**config.mk**
```make
export PLATFORM = sky130hd
export DESIGN_NAME = led_matrix_fade_blink_scanner_unit
export DESIGN_NICKNAME = d
export VERILOG_FILES = /design/src/lmfb_pkg.sv /design/src/led_matrix_fade_blink_scanner_unit.sv /design/src/lmfb_front.sv /design/src/lmfb_back.sv
export SDC_FILE = /design/constraint.sdc
export NUM_CORES = 1
export LEC_CHECK = 0
export BUFFER_PORTS_ARGS = -buffer_cell sky130_fd_sc_hd__buf_2
export CORE_ASPECT_RATIO = 0.6
export CORE_MARGIN = 2
export CORE_UTILIZATION = 53
export CTS_CLUSTER_SIZE = 10
export DETAILED_ROUTE_END_ITERATION = 10
export PLACE_DENSITY = 0.76
export SLEW_MARGIN = 0
export SYNTH_ARGS = -nofsm -noshare
export SYNTH_HDL_FRONTEND = slang
export SYNTH_SLANG_ARGS = --single-unit
```
**constraint.sdc**
```tcl
create_clock -name clk_i -period 4.6 [get_ports clk_i]
set_input_delay 0.46 -clock clk_i [delete_from_list [all_inputs] [get_ports clk_i]]
set_output_delay 0.46 -clock clk_i [all_outputs]
set_load 0.1 [all_outputs]
```
**src/lmfb_pkg.sv**
```systemverilog
// Shared types, codes and per-LED update functions for the LED matrix scanner.
// Used by lmfb_front, lmfb_back and led_matrix_fade_blink_scanner_unit; no dependencies.
package lmfb_pkg;

  // Duty outputs that exist on the result port.
  localparam int unsigned OUT_ROWS = 3;

  // Input action codes.
  localparam logic [1:0] ACT_TICK = 2'd0;
  localparam logic [1:0] ACT_SET  = 2'd1;
  localparam logic [1:0] ACT_READ = 2'd2;

  // LED mode codes.
  localparam logic [1:0] MODE_OFF   = 2'd0;
  localparam logic [1:0] MODE_DIM   = 2'd1;
  localparam logic [1:0] MODE_FULL  = 2'd2;
  localparam logic [1:0] MODE_BLINK = 2'd3;

  // Configuration register indexes.
  localparam logic [1:0] REG_FADE_STEP    = 2'd0;
  localparam logic [1:0] REG_FULL_LEVEL   = 2'd1;
  localparam logic [1:0] REG_DIM_LEVEL    = 2'd2;
  localparam logic [1:0] REG_BLINK_PERIOD = 2'd3;

  typedef enum logic [1:0] {
    OP_NONE,
    OP_TICK,
    OP_SET,
    OP_READ
  } op_e;

  typedef struct packed {
    op_e        op;
    logic [4:0] idx;
    logic [1:0] mode;
  } cmd_t;

  typedef struct packed {
    logic [7:0]  fade_step;
    logic [7:0]  full_level;
    logic [7:0]  dim_level;
    logic [15:0] blink_period;
  } cfg_t;

  typedef struct packed {
    logic [7:0]  target;
    logic [7:0]  fade;
    logic        blink;
    logic [15:0] timer;
  } led_t;

  function automatic logic [1:0] mode_of(led_t e, cfg_t c);
    logic [1:0] m;
    if (e.blink) begin
      m = MODE_BLINK;
    end else if (e.target == c.full_level) begin
      m = MODE_FULL;
    end else if (e.target == c.dim_level) begin
      m = MODE_DIM;
    end else begin
      m = MODE_OFF;
    end
    return m;
  endfunction

  function automatic led_t set_mode(led_t e, logic [1:0] m, cfg_t c);
    led_t r;
    r = e;
    if (m == MODE_BLINK) begin
      // Blink starts in the phase opposite to what the LED shows now.
      r.blink  = 1'b1;
      r.target = (e.target == c.full_level || e.target == c.dim_level) ? 8'd0 : c.full_level;
    end else begin
      if (e.blink) begin
        r.blink = 1'b0;
        r.timer = 16'd0;
      end
      case (m)
        MODE_OFF: r.target = 8'd0;
        MODE_DIM: r.target = c.dim_level;
        default:  r.target = c.full_level;
      endcase
    end
    return r;
  endfunction

  // Moves the fade level toward the target by step, stopping at the target.
  function automatic logic [7:0] fade_next(logic [7:0] cur, logic [7:0] tgt, logic [7:0] step);
    logic [8:0] sum;
    logic [8:0] dif;
    logic [7:0] r;
    sum = {1'b0, cur} + {1'b0, step};
    dif = {1'b0, cur} - {1'b0, step};
    r   = cur;
    if (cur < tgt) begin
      r = (sum > {1'b0, tgt}) ? tgt : sum[7:0];
    end else if (cur > tgt) begin
      r = (dif[8] || (dif[7:0] < tgt)) ? tgt : dif[7:0];
    end
    return r;
  endfunction

endpackage

```
**src/led_matrix_fade_blink_scanner_unit.sv**
```systemverilog
// Top level of the LED matrix scanner with fade and blink: configuration
// registers, command front end and execution back end. Depends on lmfb_pkg,
// lmfb_front and lmfb_back.
//
//  Channel  Direction  Handshake               Contents
//  in       input      in_valid_i/in_ready_o   action_i, led_index_i, led_mode_i
//  out      output     out_valid_o/out_ready_i column_o, row0..2_duty_o, mode_code_o,
//                                              run_time_ms_o
//  cfg      input      cfg_we_i (no stall)     cfg_index_i, cfg_wdata_i
//
// Set and read items pass through S_ONE, S_DRAIN and S_FIN in the back end.
// A scan tick passes S_FADE once per row, then S_DRAIN and S_FIN; on every second
// tick it also passes S_GAP and S_BLINK, where the blink timers of all LEDs are
// walked one entry per cycle through the LED state memory (one read, one write port).
// A two-entry command queue lets items be accepted while the back end is busy,
// and a result register lets the back end work on the next item while a result waits.
// Reset clears all LED state at once through per-entry valid bits; no clearing
// pass is needed. The back end stalls only in its finish step, while a previous
// result has not been taken.
module led_matrix_fade_blink_scanner_unit #(
  parameter int unsigned NUM_COLUMNS = 8,
  parameter int unsigned NUM_ROWS    = 3
) (
  input  logic        clk_i,
  input  logic        rst_ni,
  input  logic        in_valid_i,
  output logic        in_ready_o,
  input  logic [1:0]  action_i,
  input  logic [4:0]  led_index_i,
  input  logic [1:0]  led_mode_i,
  output logic        out_valid_o,
  input  logic        out_ready_i,
  output logic [2:0]  column_o,
  output logic [7:0]  row0_duty_o,
  output logic [7:0]  row1_duty_o,
  output logic [7:0]  row2_duty_o,
  output logic [1:0]  mode_code_o,
  output logic [31:0] run_time_ms_o,
  input  logic        cfg_we_i,
  input  logic [1:0]  cfg_index_i,
  input  logic [15:0] cfg_wdata_i
);
  import lmfb_pkg::*;

  cfg_t cfg_q;
  logic cmd_valid;
  cmd_t cmd;
  logic cmd_pop;

  // Configuration registers. The user must make writes only while the block is idle;
  // the block itself does not enforce it, and the back end reads them directly.
  always_ff @(posedge clk_i or negedge rst_ni) begin
    if (!rst_ni) begin
      cfg_q.fade_step    <= 8'd1;
      cfg_q.full_level   <= 8'd255;
      cfg_q.dim_level    <= 8'd127;
      cfg_q.blink_period <= 16'd500;
    end else if (cfg_we_i) begin
      case (cfg_index_i)
        REG_FADE_STEP:    cfg_q.fade_step    <= cfg_wdata_i[7:0];
        REG_FULL_LEVEL:   cfg_q.full_level   <= cfg_wdata_i[7:0];
        REG_DIM_LEVEL:    cfg_q.dim_level    <= cfg_wdata_i[7:0];
        REG_BLINK_PERIOD: cfg_q.blink_period <= cfg_wdata_i;
        default:          cfg_q <= cfg_q;
      endcase
    end
  end

  // The front end decodes each item; out-of-range LED indexes on set and read items
  // and the unused action become empty commands that still return a result.
  lmfb_front #(
    .NUM_LEDS (NUM_COLUMNS * NUM_ROWS)
  ) u_front (
    .clk_i       (clk_i),
    .rst_ni      (rst_ni),
    .in_valid_i  (in_valid_i),
    .in_ready_o  (in_ready_o),
    .action_i    (action_i),
    .led_index_i (led_index_i),
    .led_mode_i  (led_mode_i),
    .cmd_valid_o (cmd_valid),
    .cmd_o       (cmd),
    .cmd_pop_i   (cmd_pop)
  );

  // The back end owns all LED state, the scan position and the ms counter.
  lmfb_back #(
    .NUM_COLUMNS (NUM_COLUMNS),
    .NUM_ROWS    (NUM_ROWS)
  ) u_back (
    .clk_i         (clk_i),
    .rst_ni        (rst_ni),
    .cmd_valid_i   (cmd_valid),
    .cmd_i         (cmd),
    .cmd_pop_o     (cmd_pop),
    .cfg_i         (cfg_q),
    .out_valid_o   (out_valid_o),
    .out_ready_i   (out_ready_i),
    .column_o      (column_o),
    .row0_duty_o   (row0_duty_o),
    .row1_duty_o   (row1_duty_o),
    .row2_duty_o   (row2_duty_o),
    .mode_code_o   (mode_code_o),
    .run_time_ms_o (run_time_ms_o)
  );

endmodule

```
**src/lmfb_front.sv**
```systemverilog
// Front end: accepts input items, classifies them into commands and queues them.
// Depends on lmfb_pkg.
module lmfb_front #(
  parameter int unsigned NUM_LEDS = 24
) (
  input  logic              clk_i,
  input  logic              rst_ni,
  input  logic              in_valid_i,
  output logic              in_ready_o,
  input  logic [1:0]        action_i,
  input  logic [4:0]        led_index_i,
  input  logic [1:0]        led_mode_i,
  output logic              cmd_valid_o,
  output lmfb_pkg::cmd_t    cmd_o,
  input  logic              cmd_pop_i
);
  import lmfb_pkg::*;

  cmd_t       dec_cmd;
  logic       in_range;
  logic       push;
  cmd_t       fifo_q [2];
  logic       wptr_q;
  logic       rptr_q;
  logic [1:0] cnt_q;

  assign in_range = ({2'b00, led_index_i} < 7'(NUM_LEDS));

  always_comb begin
    dec_cmd.idx  = led_index_i;
    dec_cmd.mode = led_mode_i;
    case (action_i)
      ACT_TICK: dec_cmd.op = OP_TICK;
      ACT_SET:  dec_cmd.op = in_range ? OP_SET : OP_NONE;
      ACT_READ: dec_cmd.op = in_range ? OP_READ : OP_NONE;
      default:  dec_cmd.op = OP_NONE;
    endcase
  end

  assign in_ready_o  = (cnt_q != 2'd2);
  assign push        = in_valid_i && in_ready_o;
  assign cmd_valid_o = (cnt_q != 2'd0);
  assign cmd_o       = fifo_q[rptr_q];

  always_ff @(posedge clk_i) begin
    if (push) begin
      fifo_q[wptr_q] <= dec_cmd;
    end
  end

  always_ff @(posedge clk_i or negedge rst_ni) begin
    if (!rst_ni) begin
      wptr_q <= 1'b0;
      rptr_q <= 1'b0;
      cnt_q  <= 2'd0;
    end else begin
      if (push) begin
        wptr_q <= ~wptr_q;
      end
      if (cmd_pop_i) begin
        rptr_q <= ~rptr_q;
      end
      case ({push, cmd_pop_i})
        2'b10:   cnt_q <= cnt_q + 2'd1;
        2'b01:   cnt_q <= cnt_q - 2'd1;
        default: cnt_q <= cnt_q;
      endcase
    end
  end

  a_cnt_bound: assert property (@(posedge clk_i) disable iff (!rst_ni)
    cnt_q != 2'd3) else $error("command queue count out of range");

  a_pop_nonempty: assert property (@(posedge clk_i) disable iff (!rst_ni)
    cmd_pop_i |-> cnt_q != 2'd0) else $error("command popped from empty queue");

  a_push_count: assert property (@(posedge clk_i) disable iff (!rst_ni)
    (push && !cmd_pop_i) |=> cnt_q == $past(cnt_q) + 2'd1)
    else $error("queue count did not follow a push");

endmodule

```
**src/lmfb_back.sv**
```systemverilog
// Back end: sequencer over the per-LED state memory that runs fade, blink, set
// and read commands and holds the result register. Depends on lmfb_pkg.
module lmfb_back #(
  parameter int unsigned NUM_COLUMNS = 8,
  parameter int unsigned NUM_ROWS    = 3
) (
  input  logic              clk_i,
  input  logic              rst_ni,
  input  logic              cmd_valid_i,
  input  lmfb_pkg::cmd_t    cmd_i,
  output logic              cmd_pop_o,
  input  lmfb_pkg::cfg_t    cfg_i,
  output logic              out_valid_o,
  input  logic              out_ready_i,
  output logic [2:0]        column_o,
  output logic [7:0]        row0_duty_o,
  output logic [7:0]        row1_duty_o,
  output logic [7:0]        row2_duty_o,
  output logic [1:0]        mode_code_o,
  output logic [31:0]       run_time_ms_o
);
  import lmfb_pkg::*;

  localparam int unsigned NUM_LEDS = NUM_COLUMNS * NUM_ROWS;
  localparam int unsigned AW = (NUM_LEDS > 1) ? $clog2(NUM_LEDS) : 1;
  localparam int unsigned CW = (NUM_COLUMNS > 1) ? $clog2(NUM_COLUMNS) : 1;
  localparam int unsigned RW = (NUM_ROWS > 1) ? $clog2(NUM_ROWS) : 1;

  typedef enum logic [2:0] {
    S_IDLE,
    S_FADE,
    S_GAP,
    S_BLINK,
    S_ONE,
    S_DRAIN,
    S_FIN
  } state_e;

  typedef enum logic [1:0] {
    K_FADE,
    K_BLINK,
    K_SET,
    K_READ
  } kind_e;

  state_e      state_q;
  cmd_t        cmd_q;
  logic [RW-1:0] row_q;
  logic [AW-1:0] addr_q;
  logic [CW-1:0] col_q;
  logic        half_q;
  logic [31:0] ms_q;
  logic [31:0] ms_next;
  logic        is_tick;
  logic        fin_fire;
  logic [7:0]  res_duty_q [OUT_ROWS];
  logic [1:0]  res_mode_q;
  logic        out_valid_q;
  logic [2:0]  out_col_q;
  logic [7:0]  out_duty_q [OUT_ROWS];
  logic [1:0]  out_mode_q;
  logic [31:0] out_ms_q;

  // Read side of the memory pipeline.
  logic          re;
  kind_e         rkind;
  logic [AW-1:0] raddr;

  // Modify-write side.
  logic          pend_q;
  kind_e         pend_kind_q;
  logic [AW-1:0] pend_addr_q;
  logic [RW-1:0] pend_row_q;
  led_t          mem_q [NUM_LEDS];
  led_t          rdata_q;
  logic          rvld_q;
  logic [NUM_LEDS-1:0] valid_q;
  led_t          ent;
  led_t          wdata;
  logic          we;
  logic [15:0]   tmr_inc;
  logic [1:0]    new_mode;

  always_comb begin
    re    = 1'b0;
    rkind = K_FADE;
    raddr = addr_q;
    case (state_q)
      S_FADE:  re = 1'b1;
      S_BLINK: begin
        re    = 1'b1;
        rkind = K_BLINK;
      end
      S_ONE: begin
        re    = 1'b1;
        rkind = (cmd_q.op == OP_SET) ? K_SET : K_READ;
      end
      default: re = 1'b0;
    endcase
  end

  // Entries never written since reset read as all zero.
  assign ent     = rvld_q ? rdata_q : '0;
  assign tmr_inc = ent.timer + 16'd1;

  always_comb begin
    wdata = ent;
    case (pend_kind_q)
      K_FADE: wdata.fade = fade_next(ent.fade, ent.target, cfg_i.fade_step);
      K_BLINK: begin
        if (ent.blink) begin
          if (tmr_inc == cfg_i.blink_period) begin
            wdata.target = (ent.target == cfg_i.full_level) ? 8'd0 : cfg_i.full_level;
            wdata.timer  = 16'd0;
          end else begin
            wdata.timer = tmr_inc;
          end
        end
      end
      K_SET:   wdata = set_mode(ent, cmd_q.mode, cfg_i);
      default: wdata = ent;
    endcase
  end

  assign we       = pend_q && (pend_kind_q != K_READ);
  assign new_mode = mode_of(wdata, cfg_i);

  always_ff @(posedge clk_i) begin
    if (we) begin
      mem_q[pend_addr_q] <= wdata;
    end
    if (re) begin
      rdata_q <= mem_q[raddr];
      rvld_q  <= valid_q[raddr];
    end
  end

  always_ff @(posedge clk_i or negedge rst_ni) begin
    if (!rst_ni) begin
      valid_q     <= '0;
      pend_q      <= 1'b0;
      pend_kind_q <= K_FADE;
      pend_addr_q <= '0;
      pend_row_q  <= '0;
    end else begin
      if (we) begin
        valid_q[pend_addr_q] <= 1'b1;
      end
      pend_q      <= re;
      pend_kind_q <= rkind;
      pend_addr_q <= raddr;
      pend_row_q  <= row_q;
    end
  end

  assign cmd_pop_o = (state_q == S_IDLE) && cmd_valid_i;
  assign is_tick   = (cmd_q.op == OP_TICK);
  assign ms_next   = ms_q + 32'(is_tick && half_q);
  // The finish step hands over its result once the result register is free or taken.
  assign fin_fire  = (state_q == S_FIN) && (!out_valid_q || out_ready_i);

  always_ff @(posedge clk_i or negedge rst_ni) begin
    if (!rst_ni) begin
      state_q     <= S_IDLE;
      cmd_q       <= '0;
      row_q       <= '0;
      addr_q      <= '0;
      col_q       <= '0;
      half_q      <= 1'b0;
      ms_q        <= '0;
      res_mode_q  <= MODE_OFF;
      res_duty_q  <= '{default: '0};
      out_valid_q <= 1'b0;
      out_col_q   <= '0;
      out_duty_q  <= '{default: '0};
      out_mode_q  <= MODE_OFF;
      out_ms_q    <= '0;
    end else begin
      if (fin_fire) begin
        out_valid_q <= 1'b1;
      end else if (out_valid_q && out_ready_i) begin
        out_valid_q <= 1'b0;
      end

      if (pend_q && pend_kind_q == K_FADE) begin
        for (int j = 0; j < OUT_ROWS; j++) begin
          if (int'(pend_row_q) == j) begin
            res_duty_q[j] <= ent.fade;
          end
        end
      end
      if (pend_q && (pend_kind_q == K_SET || pend_kind_q == K_READ)) begin
        res_mode_q <= new_mode;
      end

      case (state_q)
        S_IDLE: begin
          if (cmd_valid_i) begin
            cmd_q      <= cmd_i;
            res_duty_q <= '{default: '0};
            res_mode_q <= MODE_OFF;
            case (cmd_i.op)
              OP_TICK: begin
                row_q   <= '0;
                addr_q  <= AW'(col_q);
                state_q <= S_FADE;
              end
              OP_SET, OP_READ: begin
                addr_q  <= AW'(cmd_i.idx);
                state_q <= S_ONE;
              end
              default: state_q <= S_FIN;
            endcase
          end
        end
        S_FADE: begin
          if (row_q == RW'(NUM_ROWS - 1)) begin
            state_q <= half_q ? S_GAP : S_DRAIN;
          end else begin
            row_q  <= row_q + RW'(1);
            addr_q <= addr_q + AW'(NUM_COLUMNS);
          end
        end
        S_GAP: begin
          addr_q  <= '0;
          state_q <= S_BLINK;
        end
        S_BLINK: begin
          if (addr_q == AW'(NUM_LEDS - 1)) begin
            state_q <= S_DRAIN;
          end else begin
            addr_q <= addr_q + AW'(1);
          end
        end
        S_ONE:   state_q <= S_DRAIN;
        S_DRAIN: state_q <= S_FIN;
        S_FIN: begin
          if (fin_fire) begin
            out_col_q   <= is_tick ? 3'(col_q) : 3'd0;
            out_duty_q  <= res_duty_q;
            out_mode_q  <= res_mode_q;
            out_ms_q    <= ms_next;
            if (is_tick) begin
              col_q  <= (col_q == CW'(NUM_COLUMNS - 1)) ? '0 : col_q + CW'(1);
              half_q <= ~half_q;
              ms_q   <= ms_next;
            end
            state_q <= S_IDLE;
          end
        end
        default: state_q <= S_IDLE;
      endcase
    end
  end

  assign out_valid_o   = out_valid_q;
  assign column_o      = out_col_q;
  assign row0_duty_o   = out_duty_q[0];
  assign row1_duty_o   = out_duty_q[1];
  assign row2_duty_o   = out_duty_q[2];
  assign mode_code_o   = out_mode_q;
  assign run_time_ms_o = out_ms_q;

  a_no_rw_clash: assert property (@(posedge clk_i) disable iff (!rst_ni)
    (we && re) |-> pend_addr_q != raddr) else $error("read and write hit the same LED entry");

  a_drained: assert property (@(posedge clk_i) disable iff (!rst_ni)
    state_q == S_FIN |-> !pend_q) else $error("result formed with a write still pending");

  a_result_src: assert property (@(posedge clk_i) disable iff (!rst_ni)
    $rose(out_valid_q) |-> $past(state_q == S_FIN)) else $error("result raised outside finish");

  a_pop_starts: assert property (@(posedge clk_i) disable iff (!rst_ni)
    cmd_pop_o |=> state_q != S_IDLE) else $error("popped command was not started");

endmodule

```
==> impl_metrics.env <==
export IMPL_gp_congestion=0.919
export IMPL_cts_tree="done"
export IMPL_pin_count=95
export IMPL_fmax_ghz=0.226
export IMPL_yosysSeqAreaShare_pct=68.3
export IMPL_grt_pass1_vias=26029
export IMPL_die_area_um2=87500
export IMPL_reg2reg_depth=16
export IMPL_drt_pass1_iterations=7
export IMPL_fin_total_pwr_w=0.0383
export IMPL_first_iter_violations=3689
export IMPL_cp_arrival_ns=4.84
export IMPL_syn_area_per_cell_um2=16.1
export IMPL_synth_edf_count=844
export IMPL_synth_area_um2=45100
export IMPL_grtUsageTotal_pct=27.0
export IMPL_intPower_w=0.0241
export IMPL_critPathLaunch="u_back.rvld_q"
export IMPL_core_area_um2=83800
export IMPL_clkLatencyLatePin_ns=0.74
export IMPL_path_class="reg2reg"
export IMPL_setup_viol=0
export IMPL_combPwrFrac_pct=38.0
export IMPL_wire_per_inst_um=28.1
export IMPL_status="completed"
export IMPL_grt_overflow=0
export IMPL_grt_pass1_wl_um=173000
export IMPL_cts_clk_slew_worst_paths_ns=0.06
export IMPL_die_width_um=381
export IMPL_layout_cells_non_filler=4190
export IMPL_antenna_found_initial=2
export IMPL_crit_end="u_back.mem_q[19][18]"
export IMPL_timing_worst_slew_pin_value_ns=1.16
export IMPL_finalSetupTns_ns=0
export IMPL_final_min_clock_period_ns=4.42
export IMPL_async_flop_share_pct=20.4
export IMPL_cp_data_required_time_ns=5.03
export IMPL_cellPowerDensity_nw_per_um2=748
export IMPL_synth_area_leaders="edfxtp_1 56%, mux4_2 12%, dfrtp_1 11%, nand2_1 2.1%, nor2_1 1.8%"
export IMPL_end_kind="flip-flop"
export IMPL_clock_sinks=1060
export IMPL_yosys_area_top_type="edfxtp_1"
export IMPL_mostFrequentLayoutCell="edfxtp_1"
export IMPL_ys_seq_elements=1060
export IMPL_critPathLaunchType="flip-flop"
export IMPL_netSwitchingFraction_pct=37.1
export IMPL_clock_skew_ns=0.0698
export IMPL_postRouteAntennaNets=0
export IMPL_htreeDepth=3
export IMPL_cts_root_buf="clkbuf_16"
export IMPL_post_dp_hpwl_um=73000
export IMPL_vias=26586
export IMPL_nFillCells=5977
export IMPL_post_place_cells=3977
export IMPL_reg2reg_from="u_back.rvld_q"
export IMPL_cap_violations=0
export IMPL_syn_to_final_growth_pct=13.5
export IMPL_portBuffers=94
export IMPL_post_route_period_util_pct=96.0
export IMPL_yosysWarnings=0
export IMPL_drv_slew=0
export IMPL_fin_area_um2=51200
export IMPL_finalNetCount=3066
export IMPL_vdd_drop_max_mv=0.563
export IMPL_cts_made_buffers=117
export IMPL_final_cell_mix="844 x edfxtp_1, 252 x nand2_1, 238 x mux4_2"
export IMPL_grt_max_degree=125
export IMPL_drcViolationCount=0
export IMPL_worstPathMaxFanout=12
export IMPL_placed_area_um2=47500
export IMPL_worstHoldPathType="in2reg"
export IMPL_total_leakage_power_nw=18.2
export IMPL_rsz0062_at_grt="no"
export IMPL_row_count=82
export IMPL_synthesis_nets=2886
export IMPL_die_h_um=230
export IMPL_synth_cell_types=89
export IMPL_via_per_inst=6.35
export IMPL_whs_ns=0.0344
export IMPL_r2r_end="u_back.mem_q[19][18]"
export IMPL_r2r_slack_ns=0.18
export IMPL_netSwitchingPower_w=0.0142
export IMPL_netlist_area_leader_share_pct=56.2
export IMPL_start_util_pct=53.8
export IMPL_ys_flop_type="edfxtp_1"
export IMPL_syn_instance_count=2801
export IMPL_hold_viol=0
export IMPL_clockBufferDepth=3
export IMPL_relSlewSlack_pct=22.4
export IMPL_pwr_share_seq_pct=39.8
export IMPL_drive_gt1_share_pct=24.3
export IMPL_wirelength_um=118000
export IMPL_clock_power_share_pct=22.2
==> registers in the layout, indices dropped and copies added (netlist names), 3 cells and up <==
register and count:
cfg_q 40, u_back.addr_q 5, u_back.cmd_q 4, u_back.col_q 3
u_back.column_o 3, u_back.mem_q 792, u_back.ms_q 32, u_back.pend_addr_q 5
u_back.rdata_q 33, u_back.res_duty_q 24, u_back.row0_duty_o 8, u_back.row1_duty_o 8
u_back.row2_duty_o 8, u_back.run_time_ms_o 32, u_back.state_q 3, u_back.valid_q 24
u_front.fifo_q 18
==> cell usage after synthesis (all sizes together) (5+ instances only) <==
cell      n
nand4    18
nor4      6
a221o     9
dfrtp   194
nand3b   11
nor3     26
and2     12
nor3b     8
o21a     15
a22oi    14
o21ai    89
nor2b    12
and3     14
inv      54
a22o      7
clkbuf  101
a21o     11
mux4    238
o32ai     5
nand2   255
dfstp    22
xor2     39
mux2     51
ha       51
buf      53
a21oi   109
o22ai    15
or3       8
xnor2    75
a31oi    11
nand2b   13
nor2    221
nand4b    6
or2      31
edfxtp  844
mux2i    47
nand3    33
==> cell type report <==
type	instances	area (µm²)	area share (%)
Sequential cell	1060	30800	60.2
Clock buffer	182	3190	6.24
Timing Repair Buffer	212	1570	3.06
Timing Repair inverter	1	7.51	0.0147
Antenna cell	1	2.50	0.00489
Clock inverter	11	199	0.389
Tap cell	1134	1420	2.77
Multi-Input combinational cell	1535	13800	26.9
Inverter	54	206	0.403
==> worst min path at each step <==
stage,startpoint,endpoint,slack [ns],depth (start not counted)
floorplan,rst_ni,cfg_q[0],0.16,0
global placement,u_back.row_q[1],u_back.pend_row_q[1],0.41,0
detailed placement,u_back.row_q[1],u_back.pend_row_q[1],0.43,0
CTS,cfg_wdata_i[14],cfg_q[14],0.003,2
global route,cfg_wdata_i[14],cfg_q[14],0.02,2
finish,cfg_wdata_i[14],cfg_q[14],0.03,2
==> through the flow <==
step                worst slack [ns]  utilization (%)
floorplan                    0.00200                -
global placement               0.140             56.7
detailed placement             0.111             56.7
CTS                            0.124             60.9
global route                 0.00322             61.1
finish                         0.184             61.1
==> cells by family (layout without fill, tap and decap cells) <==
group	count (synthesis)	in the layout	share of synthesized area (%)
multiplexers	336	336	14.2
buffers and inverters	208	460	1.89
other	0	1	0
AO/OA/AOI/OAI	337	339	4.73
AND/OR/NAND/NOR	693	693	7.19
XOR/XNOR	114	114	2.23
adder cells (fa/ha/maj)	53	53	1.50
flip-flops	1060	1060	68.3
==> critical path: stages (launching register included) <==
cell	delay, ns
edfxtp_1	0.47
nand2_2	0.15
inv_1	0.05
ha_1	0.22
fa_1	0.42
xnor2_1	0.28
ha_1	0.30
o21a_1	0.11
o21a_1	0.18
o21a_1	0.18
o21a_1	0.17
o21ai_0	0.15
nand2b_1	0.08
a21oi_1	0.17
o221a_4	0.30
mux2_4	0.39
a221o_2	0.54
==> power groups by stage <==
stage	logic (W)	registers (W)	clock network, W
2_1_floorplan	0.00913	0.0152	0
3_3_place_gp	0.0134	0.0153	0
3_5_place_dp	0.0137	0.0154	0
4_1_cts	0.0139	0.0152	0.00860
5_1_grt	0.0156	0.0154	0.00898
6_report	0.0146	0.0152	0.00850
==> layer usage <==
metal	track usage, %	up-vias	wire [µm]
met5	0	-	0
met4	6.58	0	2480
met3	7.10	194	14400
met2	37.8	1551	50600
met1	42.2	13714	50300
li1	-	11127	-
==> repair_timing <==
item / in CTS / in global routing
setup endpoints to repair: 0 / 365
hold buffers: 12 / 0
endpoints found under the hold margin: 119 / 0
gates resized for setup: 0 / 15
setup buffers: 0 / 4
Note: power is estimated with default switching activity, not from simulation.
